==> config.mk <==
export PLATFORM = sky130hd
export DESIGN_NAME = frt_ctrl
export DESIGN_NICKNAME = d
export VERILOG_FILES = /design/src/rtl/core/frt_pkg.sv /design/src/rtl/core/frt_ctrl.sv
export SDC_FILE = /design/constraint.sdc
export NUM_CORES = 1
export LEC_CHECK = 0
export ABC_AREA = 1
export CORE_AREA = 2 2 39 41
export CTS_BUF_LIST = sky130_fd_sc_hd__clkbuf_4
export CTS_CLUSTER_DIAMETER = 100
export DETAILED_ROUTE_END_ITERATION = 10
export DIE_AREA = 0 0 41 43
export DONT_BUFFER_PORTS = 1
export GPL_TIMING_DRIVEN = 0
export HOLD_SLACK_MARGIN = 0.08
export PLACE_DENSITY_LB_ADDON = 0.1
export SYNTH_ARGS = -nofsm -noshare
export SYNTH_HDL_FRONTEND = slang
export SYNTH_SLANG_ARGS = --single-unit
export TNS_END_PERCENT = 50
==> constraint.sdc <==
create_clock -name clock -period 1.7 [get_ports clock]
set_clock_uncertainty 0.15 [all_clocks]
set_input_delay 0.34 -clock clock [delete_from_list [all_inputs] [get_ports clock]]
set_output_delay 0.34 -clock clock [all_outputs]
set_load 0.02 [all_outputs]
==> src/rtl/core/frt_pkg.sv <==
// Package for the frame reassembly tracker: transaction types, action,
// result and status codes, and fixed constants. No dependencies.
package frt_pkg;

   // Action codes of an input transaction.
   localparam logic [1:0] ACT_HEADER  = 2'd0;
   localparam logic [1:0] ACT_PAYLOAD = 2'd1;
   localparam logic [1:0] ACT_READ    = 2'd2;

   // Result kinds.
   localparam logic [1:0] KIND_HEADER    = 2'd0;
   localparam logic [1:0] KIND_FRAME_END = 2'd1;
   localparam logic [1:0] KIND_READ      = 2'd2;

   // Status codes.
   localparam logic [2:0] ST_OK        = 3'd0;
   localparam logic [2:0] ST_BAD_ADDR  = 3'd1;
   localparam logic [2:0] ST_STALE     = 3'd2;
   localparam logic [2:0] ST_BAD_SEQ   = 3'd3;
   localparam logic [2:0] ST_BAD_LEN   = 3'd4;

   localparam logic [15:0] TAG_VALUE        = 16'h34CD;
   localparam logic [12:0] FRAME_SIZE_RESET = 13'd1500;
   localparam int          FS_W             = 13;
   localparam int          REM_W            = 14;
   localparam int          PROD_W           = 26;

   typedef struct packed {
      logic [1:0]  action;
      logic [47:0] packet_id;
      logic [47:0] length_and_tag;
      logic [47:0] third_address;
      logic [11:0] frame_sequence;
      logic [7:0]  payload_byte;
      logic        last_byte;
      logic [15:0] read_offset;
   } req_type;

   typedef struct packed {
      logic [1:0]  result_kind;
      logic [2:0]  status;
      logic        packet_complete;
      logic [31:0] lost_total;
      logic [16:0] packet_length;
      logic [7:0]  read_data;
   } rsp_type;

   // Commands from the controller to the datapath.
   typedef struct packed {
      logic       take;
      logic       div_start;
      logic       div_step;
      logic       commit;
      logic       mul;
      logic       finish;
      logic       respond;
      logic [1:0] rsp_kind;
      logic [2:0] rsp_status;
   } cmd_type;

   // Status from the datapath to the controller.
   typedef struct packed {
      logic [1:0] action;
      logic       bad_addr;
      logic       stale;
      logic       newer;
      logic       len_bad;
      logic       pay_end;
      logic       rd_ok;
      logic       div_last;
      logic       total_bad;
      logic       seq_bad;
      logic       rsp_busy;
   } stat_type;

endpackage

==> src/rtl/core/frt_ctrl.sv <==
// Controller state machine of the frame reassembly tracker.
// Depends on frt_pkg for the command and status structs and codes.
module frt_ctrl (
   input  logic              clock,
   input  logic              reset,
   input  logic              req_valid,
   output logic              req_stall,
   input  frt_pkg::stat_type stat,
   output frt_pkg::cmd_type  cmd
);

   localparam logic [2:0] S_IDLE   = 3'd0;
   localparam logic [2:0] S_DIV    = 3'd1;
   localparam logic [2:0] S_COMMIT = 3'd2;
   localparam logic [2:0] S_MUL    = 3'd3;
   localparam logic [2:0] S_FIN    = 3'd4;
   localparam logic [2:0] S_LENBAD = 3'd5;

   logic [2:0] state_ff, state_in;
   logic       take;

   // Items enter only in idle and only when the result slot is free.
   assign req_stall = (state_ff != S_IDLE) || stat.rsp_busy;
   assign take      = req_valid && !req_stall;

   // Next state and command decode.
   always_comb begin
      state_in       = state_ff;
      cmd            = '0;
      cmd.take       = take;
      cmd.rsp_kind   = frt_pkg::KIND_HEADER;
      cmd.rsp_status = frt_pkg::ST_OK;
      unique case (state_ff)
         S_IDLE: begin
            if (take) begin
               unique case (stat.action)
                  frt_pkg::ACT_HEADER: begin
                     if (stat.bad_addr) begin
                        cmd.respond    = 1'b1;
                        cmd.rsp_status = frt_pkg::ST_BAD_ADDR;
                     end else if (stat.stale) begin
                        cmd.respond    = 1'b1;
                        cmd.rsp_status = frt_pkg::ST_STALE;
                     end else if (stat.newer && stat.len_bad) begin
                        cmd.respond    = 1'b1;
                        cmd.rsp_status = frt_pkg::ST_BAD_LEN;
                     end else if (stat.newer) begin
                        cmd.div_start = 1'b1;
                        state_in      = S_DIV;
                     end else begin
                        state_in = S_MUL;
                     end
                  end
                  frt_pkg::ACT_PAYLOAD: begin
                     if (stat.pay_end) begin
                        cmd.respond  = 1'b1;
                        cmd.rsp_kind = frt_pkg::KIND_FRAME_END;
                     end
                  end
                  frt_pkg::ACT_READ: begin
                     cmd.respond    = 1'b1;
                     cmd.rsp_kind   = frt_pkg::KIND_READ;
                     cmd.rsp_status = stat.rd_ok ? frt_pkg::ST_OK : frt_pkg::ST_BAD_LEN;
                  end
                  default: begin
                  end
               endcase
            end
         end
         S_DIV: begin
            cmd.div_step = 1'b1;
            if (stat.div_last) begin
               state_in = S_COMMIT;
            end
         end
         S_COMMIT: begin
            if (stat.total_bad) begin
               state_in = S_LENBAD;
            end else begin
               cmd.commit = 1'b1;
               state_in   = S_MUL;
            end
         end
         S_MUL: begin
            cmd.mul  = 1'b1;
            state_in = S_FIN;
         end
         S_FIN: begin
            if (!stat.rsp_busy) begin
               cmd.finish     = 1'b1;
               cmd.respond    = 1'b1;
               cmd.rsp_status = stat.seq_bad ? frt_pkg::ST_BAD_SEQ : frt_pkg::ST_OK;
               state_in       = S_IDLE;
            end
         end
         S_LENBAD: begin
            if (!stat.rsp_busy) begin
               cmd.respond    = 1'b1;
               cmd.rsp_status = frt_pkg::ST_BAD_LEN;
               state_in       = S_IDLE;
            end
         end
         default: begin
            state_in = S_IDLE;
         end
      endcase
   end

   always_ff @(posedge clock) begin
      if (reset) begin
         state_ff <= S_IDLE;
      end else begin
         state_ff <= state_in;
      end
   end

endmodule

==> run summary, run 1 <==
Synth Area in Adders: 11.56%
Post-Synth XOR/XNOR Area: 0%
Antenna Diode Count: 0
Via-to-Cell Ratio: 5.100
ys flop type: dfxtp_1
Cell Pwr Density: 400.7 nW/µm²
Final Max Tran Viols: 0
critical path capture point type: output pin
status: finished with violations
Core Region: 1384 µm²
worst hold path type: in2reg
Synth Area in Simple Gates: 43.06%
post-route setup slack: -0.1390 ns
Final Setup Violations: 8
post-synth top area cell: dfxtp_1
Initial DRC Count: 4
Slew @ Worst Pin: 0.6050 ns
commonest non-fill, non-tap cell in the layout: inv_1
MaxCap Viol Count: 0
leakage power: 0.3379 nW
Antenna Nets Post-Route: 0
setup TNS: -0.6000 ns
Tmin final: 1.839 ns
Flop pwr share: 23.8%
Crit Path Category: reg2out
commonest non-fill, non-tap cells in the layout: inv_1, nand2_1, buf_4, nor2_1
CTS buffer count: 3
layout cells sized above 1: 50.00%
Pint: 206.7 µW
Final #Nets: 104
biggest regs: state_ff x3
FFs w/ async S/R, synth: 0%
worst-path maximum fanout: 5
failing checks: negative setup slack
# H-tree levels: 1
CTS Buffer Depth: 2
CTS Root Cell: clkbuf_4
Syn Area/Cell: 6.185 µm²
Post-route DRC: 0
syn_nets: 89
Sw Share: 28.78%
vias in the first global route: 504
power share of the combinational group: 28.4%
area grow syn2layout: 67.34%
Area contributors post-synth: dfxtp_1, inv_1, ha_1
Clock transition at path regs: 0.04 ns
WL/cell: 12.02 µm
Slew headroom: 59.33%
Hold Vio Cnt, Final: 0
first-pass GRT wire length: 1890 µm
first drt pass iteration count: 3
IO Count: 28
main combinational cell family by area after synthesis: simple AND/OR/NAND/NOR gates
Final GP Congestion: 0.7458
pin count of the biggest net entering global routing: 6
CP arrival: 1.35 ns
peak supply drop: 0.3924 mV
synthesized cell area: 432.9 µm²
final WL: 1202 µm
Synth Area in Compound Gates: 15.90%
Reg with most FFs: state_ff
Distinct cells, synth: 22
startpoint types: flip-flop
hpwl dp: 894.2 µm
Tot GR Track Use: 15.23%
initial antenna violation count: 0
synthesized instance count: 70
post-synthesis mux area share: 0%
total design power: 290.3 µW
period utilization: 108.2%
die height: 43 µm
Crit path required time: 1.21 ns
Synth Warn #: 0
clock latency at the later pin of the worst-skew pair: 0.23 ns
Max Fclk: 0.5438 GHz
Vias: 510
max reg flops: 3
proportion of power drawn by the clock network: 47.8%
CTS tree: done
die area: 1763 µm²
sw power: 83.55 µW
sequential-to-total area share from yosys stat: 13.87%
top-area cell type share of the netlist area: 13.87%
Die Span X: 41 µm
unrepaired setup endpoints after global routing: true
global route overflow: 0
IO buf count: 0
Starting Density: 31.28%
Sink Count: 3
#FFs+latches synth: 3
number of synthesized flops with an enable pin: 0
FILL cells: 152
FP Rows: 14
==> worst max-delay path, cell delays in order (launching register included) <==
cell and delay (ns):
dfxtp_1 0.38, inv_2 0.06, buf_4 0.16, nor4_2 0.53
==> stage by stage <==
step	hold WS [ns]	worst slack (ns)	area, µm²	utilization, %	std cells
after floorplan	0.2591	-0.01897	444.2	-	70
after global placement	0.2637	-0.2591	464.2	33.54	86
after detailed placement	0.2650	-0.2269	464.2	33.54	86
after CTS	0.08964	-0.1756	661.9	47.83	98
after global routing	0.1507	-0.2324	724.4	52.35	100
final	0.1597	-0.1390	724.4	52.35	100
==> cells in the mapped netlist, types with 2 or more instances <==
cell type	instances
a21oi_1	2
ha_1	4
dfxtp_1	3
nand3_2	3
inv_2	2
inv_1	14
nand3_1	3
nor2_1	9
o21ai_0	4
nor3_1	3
nand2_1	12
==> what timing repair did <==
| item | CTS | global route |
|---|---|---|
| endpoints found under the setup margin | 11 | 10 |
| setup buffers | 7 | 1 |
| resized for setup | 26 | 12 |
| cloned | 0 | 0 |
| hold endpoints to repair | 2 | 1 |
| hold buffers | 1 | 1 |
| pin swaps | 7 | 6 |
==> power by group through the flow <==
stage                     registers, mW  clock network [mW]  logic [mW]
final                            0.0691               0.139      0.0823
after global routing             0.0690               0.162      0.0900
after CTS                        0.0690               0.147      0.0727
after detailed placement         0.0734                   0      0.0516
after global placement           0.0735                   0      0.0519
after floorplan                  0.0732                   0      0.0453
==> cells by family after synthesis <==
group                    count (synthesis)
AO/OA/AOI/OAI                           11
adder cells (fa/ha/maj)                  4
flip-flops                               3
buffers and inverters                   17
AND/OR/NAND/NOR                         35
==> final cells by class <==
class                   count  area (µm²)  share of cell area, %
multi-input cells          50       427.9                  59.07
inverters                  16       75.07                  10.36
well taps                  16       20.02                  2.763
plain buffers               1       11.26                  1.554
clock buffers               4       30.03                  4.145
flip-flops and latches      3       67.56                  9.326
repair buffers             10       92.59                  12.78
==> path summary, 6_finish.rpt <==
check | startpoint | slack [ns] | end | depth (start not counted)
max | state_ff[1]$_SDFFE_PP0P_ | -0.14 | cmd[8] | 3
min | stat[0] | 0.16 | state_ff[2]$_SDFFE_PP0P_ | 2
max reg2reg | state_ff[1]$_SDFFE_PP0P_ | 0.09 | state_ff[1]$_SDFFE_PP0P_ | 5
min reg2reg | state_ff[1]$_SDFFE_PP0P_ | 0.39 | state_ff[2]$_SDFFE_PP0P_ | 2
==> per-layer routing <==
metal | vias to the layer above | part of all wire (%) | global-route usage, %
met5 | - | 0 | 0
met4 | 0 | 0 | 0
met3 | 0 | 8.4 | 9.424
met2 | 17 | 50 | 23.75
met1 | 238 | 41 | 18.53
li1 | 255 | - | -
Power figures use the tool's default switching activity.
==> inputs of run 2 (changes only) <==
==> constraint.sdc (replaced) <==
create_clock -name clock -period 1.8 [get_ports clock]
set_clock_uncertainty 0.15 [all_clocks]
set_input_delay 0.36 -clock clock [delete_from_list [all_inputs] [get_ports clock]]
set_output_delay 0.36 -clock clock [all_outputs]
set_load 0.02 [all_outputs]
==> run 2 against run 1 <==
  * The flow still finishes with violations (negative setup slack)
  * Sequential share of layout area grew 0.73 points
  * Largest cell class unchanged
  * Wire length is 3.0% higher
  * First-iteration DRC count unchanged
  * Design area down 7.3%
  * Largest power group unchanged
  * Sequential power is 5.6% lower
  * Global-route usage fell by 1.4 points
==> run summary, run 2 (same netlist as run 1, synthesis figures left out) <==
Critical Path End: cmd[10]
die area: 1763 µm² (unchanged)
Final #Nets: 101 (-2.9%)
Antenna Nets Post-Route: 0 (unchanged)
initial antenna violation count: 0 (unchanged)
vias in the first global route: 458 (-9.1%)
FILL cells: 144 (-5.3%)
hpwl dp: 924.9 µm (+3.4%)
FF-to-FF path depth: 5 (unchanged)
Sink Count: 3 (unchanged)
period utilization: 100.9%
Antenna Diode Count: 0 (unchanged)
clock latency at the later pin of the worst-skew pair: 0.22 ns (about the same)
Tmin final: 1.817 ns
first drt pass iteration count: 2 (-1)
IO Count: 28 (unchanged)
max layer used: met3
Vias: 478 (-6.3%)
area grow syn2layout: 55.20%
leakage power: 0.3109 nW (-8.0%)
post-route setup slack: -0.01696 ns (+0.1221 ns)
pin count of the biggest net entering global routing: 7 (+1)
WL met1: 479 µm (-3.0%)
die height: 43 µm (unchanged)
Reg with most FFs: state_ff
Crit path required time: 1.29 ns (+0.08 ns)
setup TNS: -0.01696 ns (+0.5830 ns)
Final GP Congestion: 0.7430 (-0.38%)
layout cells sized above 1: 48.15% (-1.9 points)
CP startpoint: state_ff[2]$_SDFFE_PP0P_
CTS Buffer Depth: 2 (unchanged)
Max Fclk: 0.5504 GHz
startpoint types: flip-flop
unrepaired setup endpoints after global routing: true
FP Rows: 14 (unchanged)
Reg2Reg Launch Point: state_ff[1]$_SDFFE_PP0P_
biggest regs: state_ff x3
worst-path maximum fanout: 5 (unchanged)
CP arrival: 1.31 ns (-0.04 ns)
Slew headroom: 72.12% (+13 points)
Cell Pwr Density: 390.9 nW/µm² (-2.4%)
hold_sp: reset
final WL: 1238 µm (+3.0%)
WL/cell: 12.76 µm (+6.2%)
global route overflow: 0 (unchanged)
Final Max Tran Viols: 0 (unchanged)
critical path capture point type: output pin
Final Setup Violations: 1 (-7)
peak supply drop: 0.3136 mV (-20%)
DR WL met3: 122 µm (+21%)
max reg flops: 3 (unchanged)
CTS tree: done
Via-to-Cell Ratio: 4.928 (-3.4%)
Clock transition at path regs: 0.04 ns (about the same)
Tot GR Track Use: 13.84% (-1.4 points)
IO buf count: 0 (unchanged)
first-pass GRT wire length: 1752 µm (-7.3%)
Place WS: -0.1571 ns (+0.06981 ns)
MaxCap Viol Count: 0 (unchanged)
Starting Density: 31.28% (unchanged)
Crit Path Category: reg2out
Slew @ Worst Pin: 0.4151 ns (-0.1899 ns)
commonest non-fill, non-tap cells in the layout: inv_1, nand2_1, nor2_1, buf_4
reg2reg setup slack: 0.31 ns (+0.22 ns)
worst hold path type: in2reg
Hold Vio Cnt, Final: 0 (unchanged)
# H-tree levels: 1 (unchanged)
Post-route DRC: 0 (unchanged)
CTS Root Cell: clkbuf_4
Die Span X: 41 µm (unchanged)
Core Region: 1384 µm² (unchanged)
DR WL met2: 636 µm (+5.0%)
failing checks: negative setup slack
CTS buffer count: 3 (unchanged)
commonest non-fill, non-tap cell in the layout: inv_1
Initial DRC Count: 4 (unchanged)
status: finished with violations
reg2reg end: state_ff[1]$_SDFFE_PP0P_
-- run 2: cell types whose count changed in the layout (fill, tap and decap cells not counted), sizes merged --
cell         before  now
dlygate4sd3       2    1
buf               9    7
inv              15   16
clkinv            1    0
-- run 2: worst max-delay path, stage by stage (launching register included) --
cell	delay [ns]
dfxtp_4	0.37
nor2_4	0.09
nand2_2	0.07
inv_4	0.06
nand3_4	0.11
nor4b_4	0.38
-- run 2: area by class of cell --
cell class                 instances  area (µm²)  share of cell area [%]
inverter                          16       62.56                   9.311
buffer                             1       7.507                   1.117
timing repair buffer               7       71.32                   10.61
tap                               16       20.02                   2.980
multi-input combinational         50       412.9                   61.45
sequential                         3       67.56                   10.06
clock buffer                       4       30.03                   4.469
-- run 2: what timing repair did --
| item | 4_1_cts | 5_1_grt |
|---|---|---|
| buffers inserted | 5 | 1 |
| pin swaps | 5 | 7 |
| endpoints found under the setup margin | 9 | 9 |
| resized for setup | 22 | 11 |
| hold buffers | 1 | 0 |
| endpoints found under the hold margin | 2 | 0 |
-- run 2: per-stage QoR --
stage	instance area [µm²]	cells	hold WS, ns	util (%)	power (mW)
global placement	455.4	86	0.2893	32.91	0.1169
CTS	610.6	96	0.1220	44.12	0.2574
global route	671.9	97	0.1478	48.55	0.2764
finish	671.9	97	0.1237	48.55	0.2627
floorplan	435.4	70	0.2791	-	0.1105
detailed placement	455.4	86	0.2899	32.91	0.1175
-- run 2: worst min path at each step --
| stage | to | cells past startpoint |
|---|---|---|
| 2_1_floorplan | state_ff[2]$_SDFFE_PP0P_ | 1 |
| 3_3_place_gp | state_ff[2]$_SDFFE_PP0P_ | 1 |
| 3_5_place_dp | state_ff[2]$_SDFFE_PP0P_ | 1 |
| 4_1_cts | state_ff[0]$_SDFFE_PP0P_ | 3 |
| 5_1_grt | state_ff[0]$_SDFFE_PP0P_ | 3 |
| 6_report | state_ff[0]$_SDFFE_PP0P_ | 3 |
-- run 2: layer usage --
metal	vias to the layer above	GRT usage [%]
li1	247	-
met1	215	16.03
met2	16	23.13
met3	0	4.188
met4	0	4.000
met5	-	0
-- run 2: where the power goes --
part / total, mW / leakage (nW) / switching [mW] / internal (mW)
Combinational: 0.0687 / 0.267 / 0.0401 / 0.0286
Clock: 0.129 / 0.0184 / 0.0309 / 0.0978
Sequential: 0.0652 / 0.0258 / 0.000577 / 0.0647
Total: 0.263 / 0.311 / 0.0715 / 0.191
==> inputs of run 3 (changes only) <==
--- a/config.mk
+++ b/config.mk
@@ -15,6 +15,7 @@
 export GPL_TIMING_DRIVEN = 0
 export HOLD_SLACK_MARGIN = 0.08
 export PLACE_DENSITY_LB_ADDON = 0.1
+export REMOVE_ABC_BUFFERS = 1
 export SYNTH_ARGS = -nofsm -noshare
 export SYNTH_HDL_FRONTEND = slang
 export SYNTH_SLANG_ARGS = --single-unit
==> run 3 against run 2 <==
  * The flow still finishes with violations (negative setup slack)
  * Global-route usage rose by 2.3 points
  * Sequential power barely moved
  * Critical path depth rose by 1
  * Setup slack got worse by 0.039 ns
  * Total power rose by 3.7%
==> run summary, run 3 (same netlist as run 1, synthesis figures left out) <==
worst hold path type: in2reg
placed cell areas: 445.4 µm² (-2.2%)
reg2reg setup slack: 0.38 ns (+0.07 ns)
peak supply drop: 0.2468 mV (-21%)
first-pass GRT wire length: 1994 µm (+14%)
Antenna Nets Post-Route: 0 (unchanged)
area grow syn2layout: 53.18%
initial antenna violation count: 0 (unchanged)
Post-route DRC: 0 (unchanged)
IO Count: 28 (unchanged)
IO buf count: 0 (unchanged)
commonest non-fill, non-tap cells in the layout: inv_1, nand2_1, buf_4, nor2_1, clkbuf_4
die area: 1763 µm² (unchanged)
Crit path required time: 1.29 ns (about the same)
critical path capture point type: output pin
Hold Vio Cnt, Final: 0 (unchanged)
Tot GR Track Use: 16.15% (+2.3 points)
Slew headroom: 72.29% (+0.17 points)
Tmin final: 1.856 ns (+0.03899 ns)
Hold Path Depth: 3 (unchanged)
commonest non-fill, non-tap cell in the layout: inv_1
max reg flops: 3 (unchanged)
FF-to-FF path depth: 4 (-1)
CTS tree: done
clock latency at the later pin of the worst-skew pair: 0.24 ns (+0.02 ns)
Cell Pwr Density: 410.8 nW/µm² (+5.1%)
FP Rows: 14 (unchanged)
first drt pass iteration count: 3 (+1)
worst-path maximum fanout: 5 (unchanged)
Vias: 483 (+1.0%)
Final Max Tran Viols: 0 (unchanged)
Crit Path Category: reg2out
Slew @ Worst Pin: 0.4126 ns (-0.002492 ns)
layout cells sized above 1: 46.34% (-1.8 points)
startpoint types: flip-flop
# H-tree levels: 1 (unchanged)
MaxCap Viol Count: 0 (unchanged)
die height: 43 µm (unchanged)
design area: 663.1 µm² (-1.3%)
CTS Root Cell: clkbuf_4
failing checks: negative setup slack
Die Span X: 41 µm (unchanged)
Antenna Diode Count: 0 (unchanged)
hpwl dp: 878.1 µm (-5.1%)
Core Region: 1384 µm² (unchanged)
Reg with most FFs: state_ff
Clock transition at path regs: 0.04 ns (about the same)
Final GP Congestion: 0.6746 (-9.2%)
global route overflow: 0 (unchanged)
final WL: 1235 µm (-0.24%)
vias in the first global route: 486 (+6.1%)
total design power: 272.4 µW (+3.7%)
period utilization: 103.1% (+2.2 points)
Final #Nets: 102 (+0.99%)
status: finished with violations
Via-to-Cell Ratio: 4.929 (about the same)
CP arrival: 1.35 ns (+0.04 ns)
pin count of the biggest net entering global routing: 7 (unchanged)
biggest regs: state_ff x3
CTS buffer count: 3 (unchanged)
final hold slack: 0.1120 ns (-0.01166 ns)
Starting Density: 31.28% (unchanged)
Initial DRC Count: 7 (+3)
Final Setup Violations: 4 (+3)
unrepaired setup endpoints after global routing: true
WL/cell: 12.60 µm (-1.3%)
leakage power: 0.3042 nW (-2.1%)
post-route setup slack: -0.05596 ns (-0.03899 ns)
Sink Count: 3 (unchanged)
CTS Buffer Depth: 2 (unchanged)
Max Fclk: 0.5388 GHz (-2.1%)
-- run 3: cell types whose count changed in the layout (fill, tap and decap cells not counted) --
cell	delta
nor3_2	-1
nor3_4	+1
nand2_2	-1
buf_4	+3
inv_2	-1
buf_12	-1
o22ai_1	+1
nand2_1	+1
o22ai_2	-1
buf_6	-1
inv_4	+1
-- run 3: layer usage --
| metal | part of all wire [%] | GRT usage [%] | vias to the layer above |
|---|---|---|---|
| met4 | 1.1 | 6.000 | 0 |
| met1 | 41 | 20.19 | 214 |
| li1 | - | - | 250 |
| met3 | 7.2 | 4.188 | 2 |
| met2 | 50 | 25.31 | 17 |
| met5 | 0 | 0 | - |
-- run 3: final timing paths --
| check | startpoint | to |
|---|---|---|
| worst min-delay path | reset | state_ff[0]$_SDFFE_PP0P_ |
| worst max register to register | state_ff[2]$_SDFFE_PP0P_ | state_ff[1]$_SDFFE_PP0P_ |
| worst min register to register | state_ff[1]$_SDFFE_PP0P_ | state_ff[2]$_SDFFE_PP0P_ |
| worst max-delay path | state_ff[2]$_SDFFE_PP0P_ | cmd[0] |
-- run 3: stage by stage --
stage / util, % / TNS, ns / worst slack, ns / cells
4_1_cts: 46.02 / -0.3725 / -0.1523 / 96
2_1_floorplan: - / -0.1507 / -0.05504 / 69
3_5_place_dp: 32.19 / -0.7679 / -0.2661 / 85
5_1_grt: 47.92 / -0.6621 / -0.1364 / 98
6_report: 47.92 / -0.1532 / -0.05596 / 98
3_3_place_gp: 32.19 / -0.8430 / -0.3147 / 85
-- run 3: report_power, final --
part	internal (mW)	switching (mW)	leakage (nW)
Combinational	0.0245	0.0383	0.260
Clock	0.0988	0.0457	0.0184
Sequential	0.0645	0.000646	0.0258
Total	0.188	0.0846	0.304
-- run 3: cell type report --
cell class	instances	area, µm²
tap	16	20.02
multi-input combinational	50	410.4
fill	143	720.7
inverter	16	65.06
sequential	3	67.56
clock buffer	4	30.03
timing repair buffer	9	70.07
-- run 3: timing repair --
action                                  CTS  global route
endpoints found under the hold margin     2             0
buffers inserted                          6             2
resized for setup                        28             5
pin swaps                                 6             7
endpoints found under the setup margin    9             8
hold buffers                              1             0
-- run 3: critical path, cell delays in order, from the launching register on --
cell and delay (ns):
dfxtp_4 0.38, inv_2 0.07, nor3_4 0.18, inv_2 0.07, nor2_4 0.19, nand2_4 0.10
o21ai_4 0.11
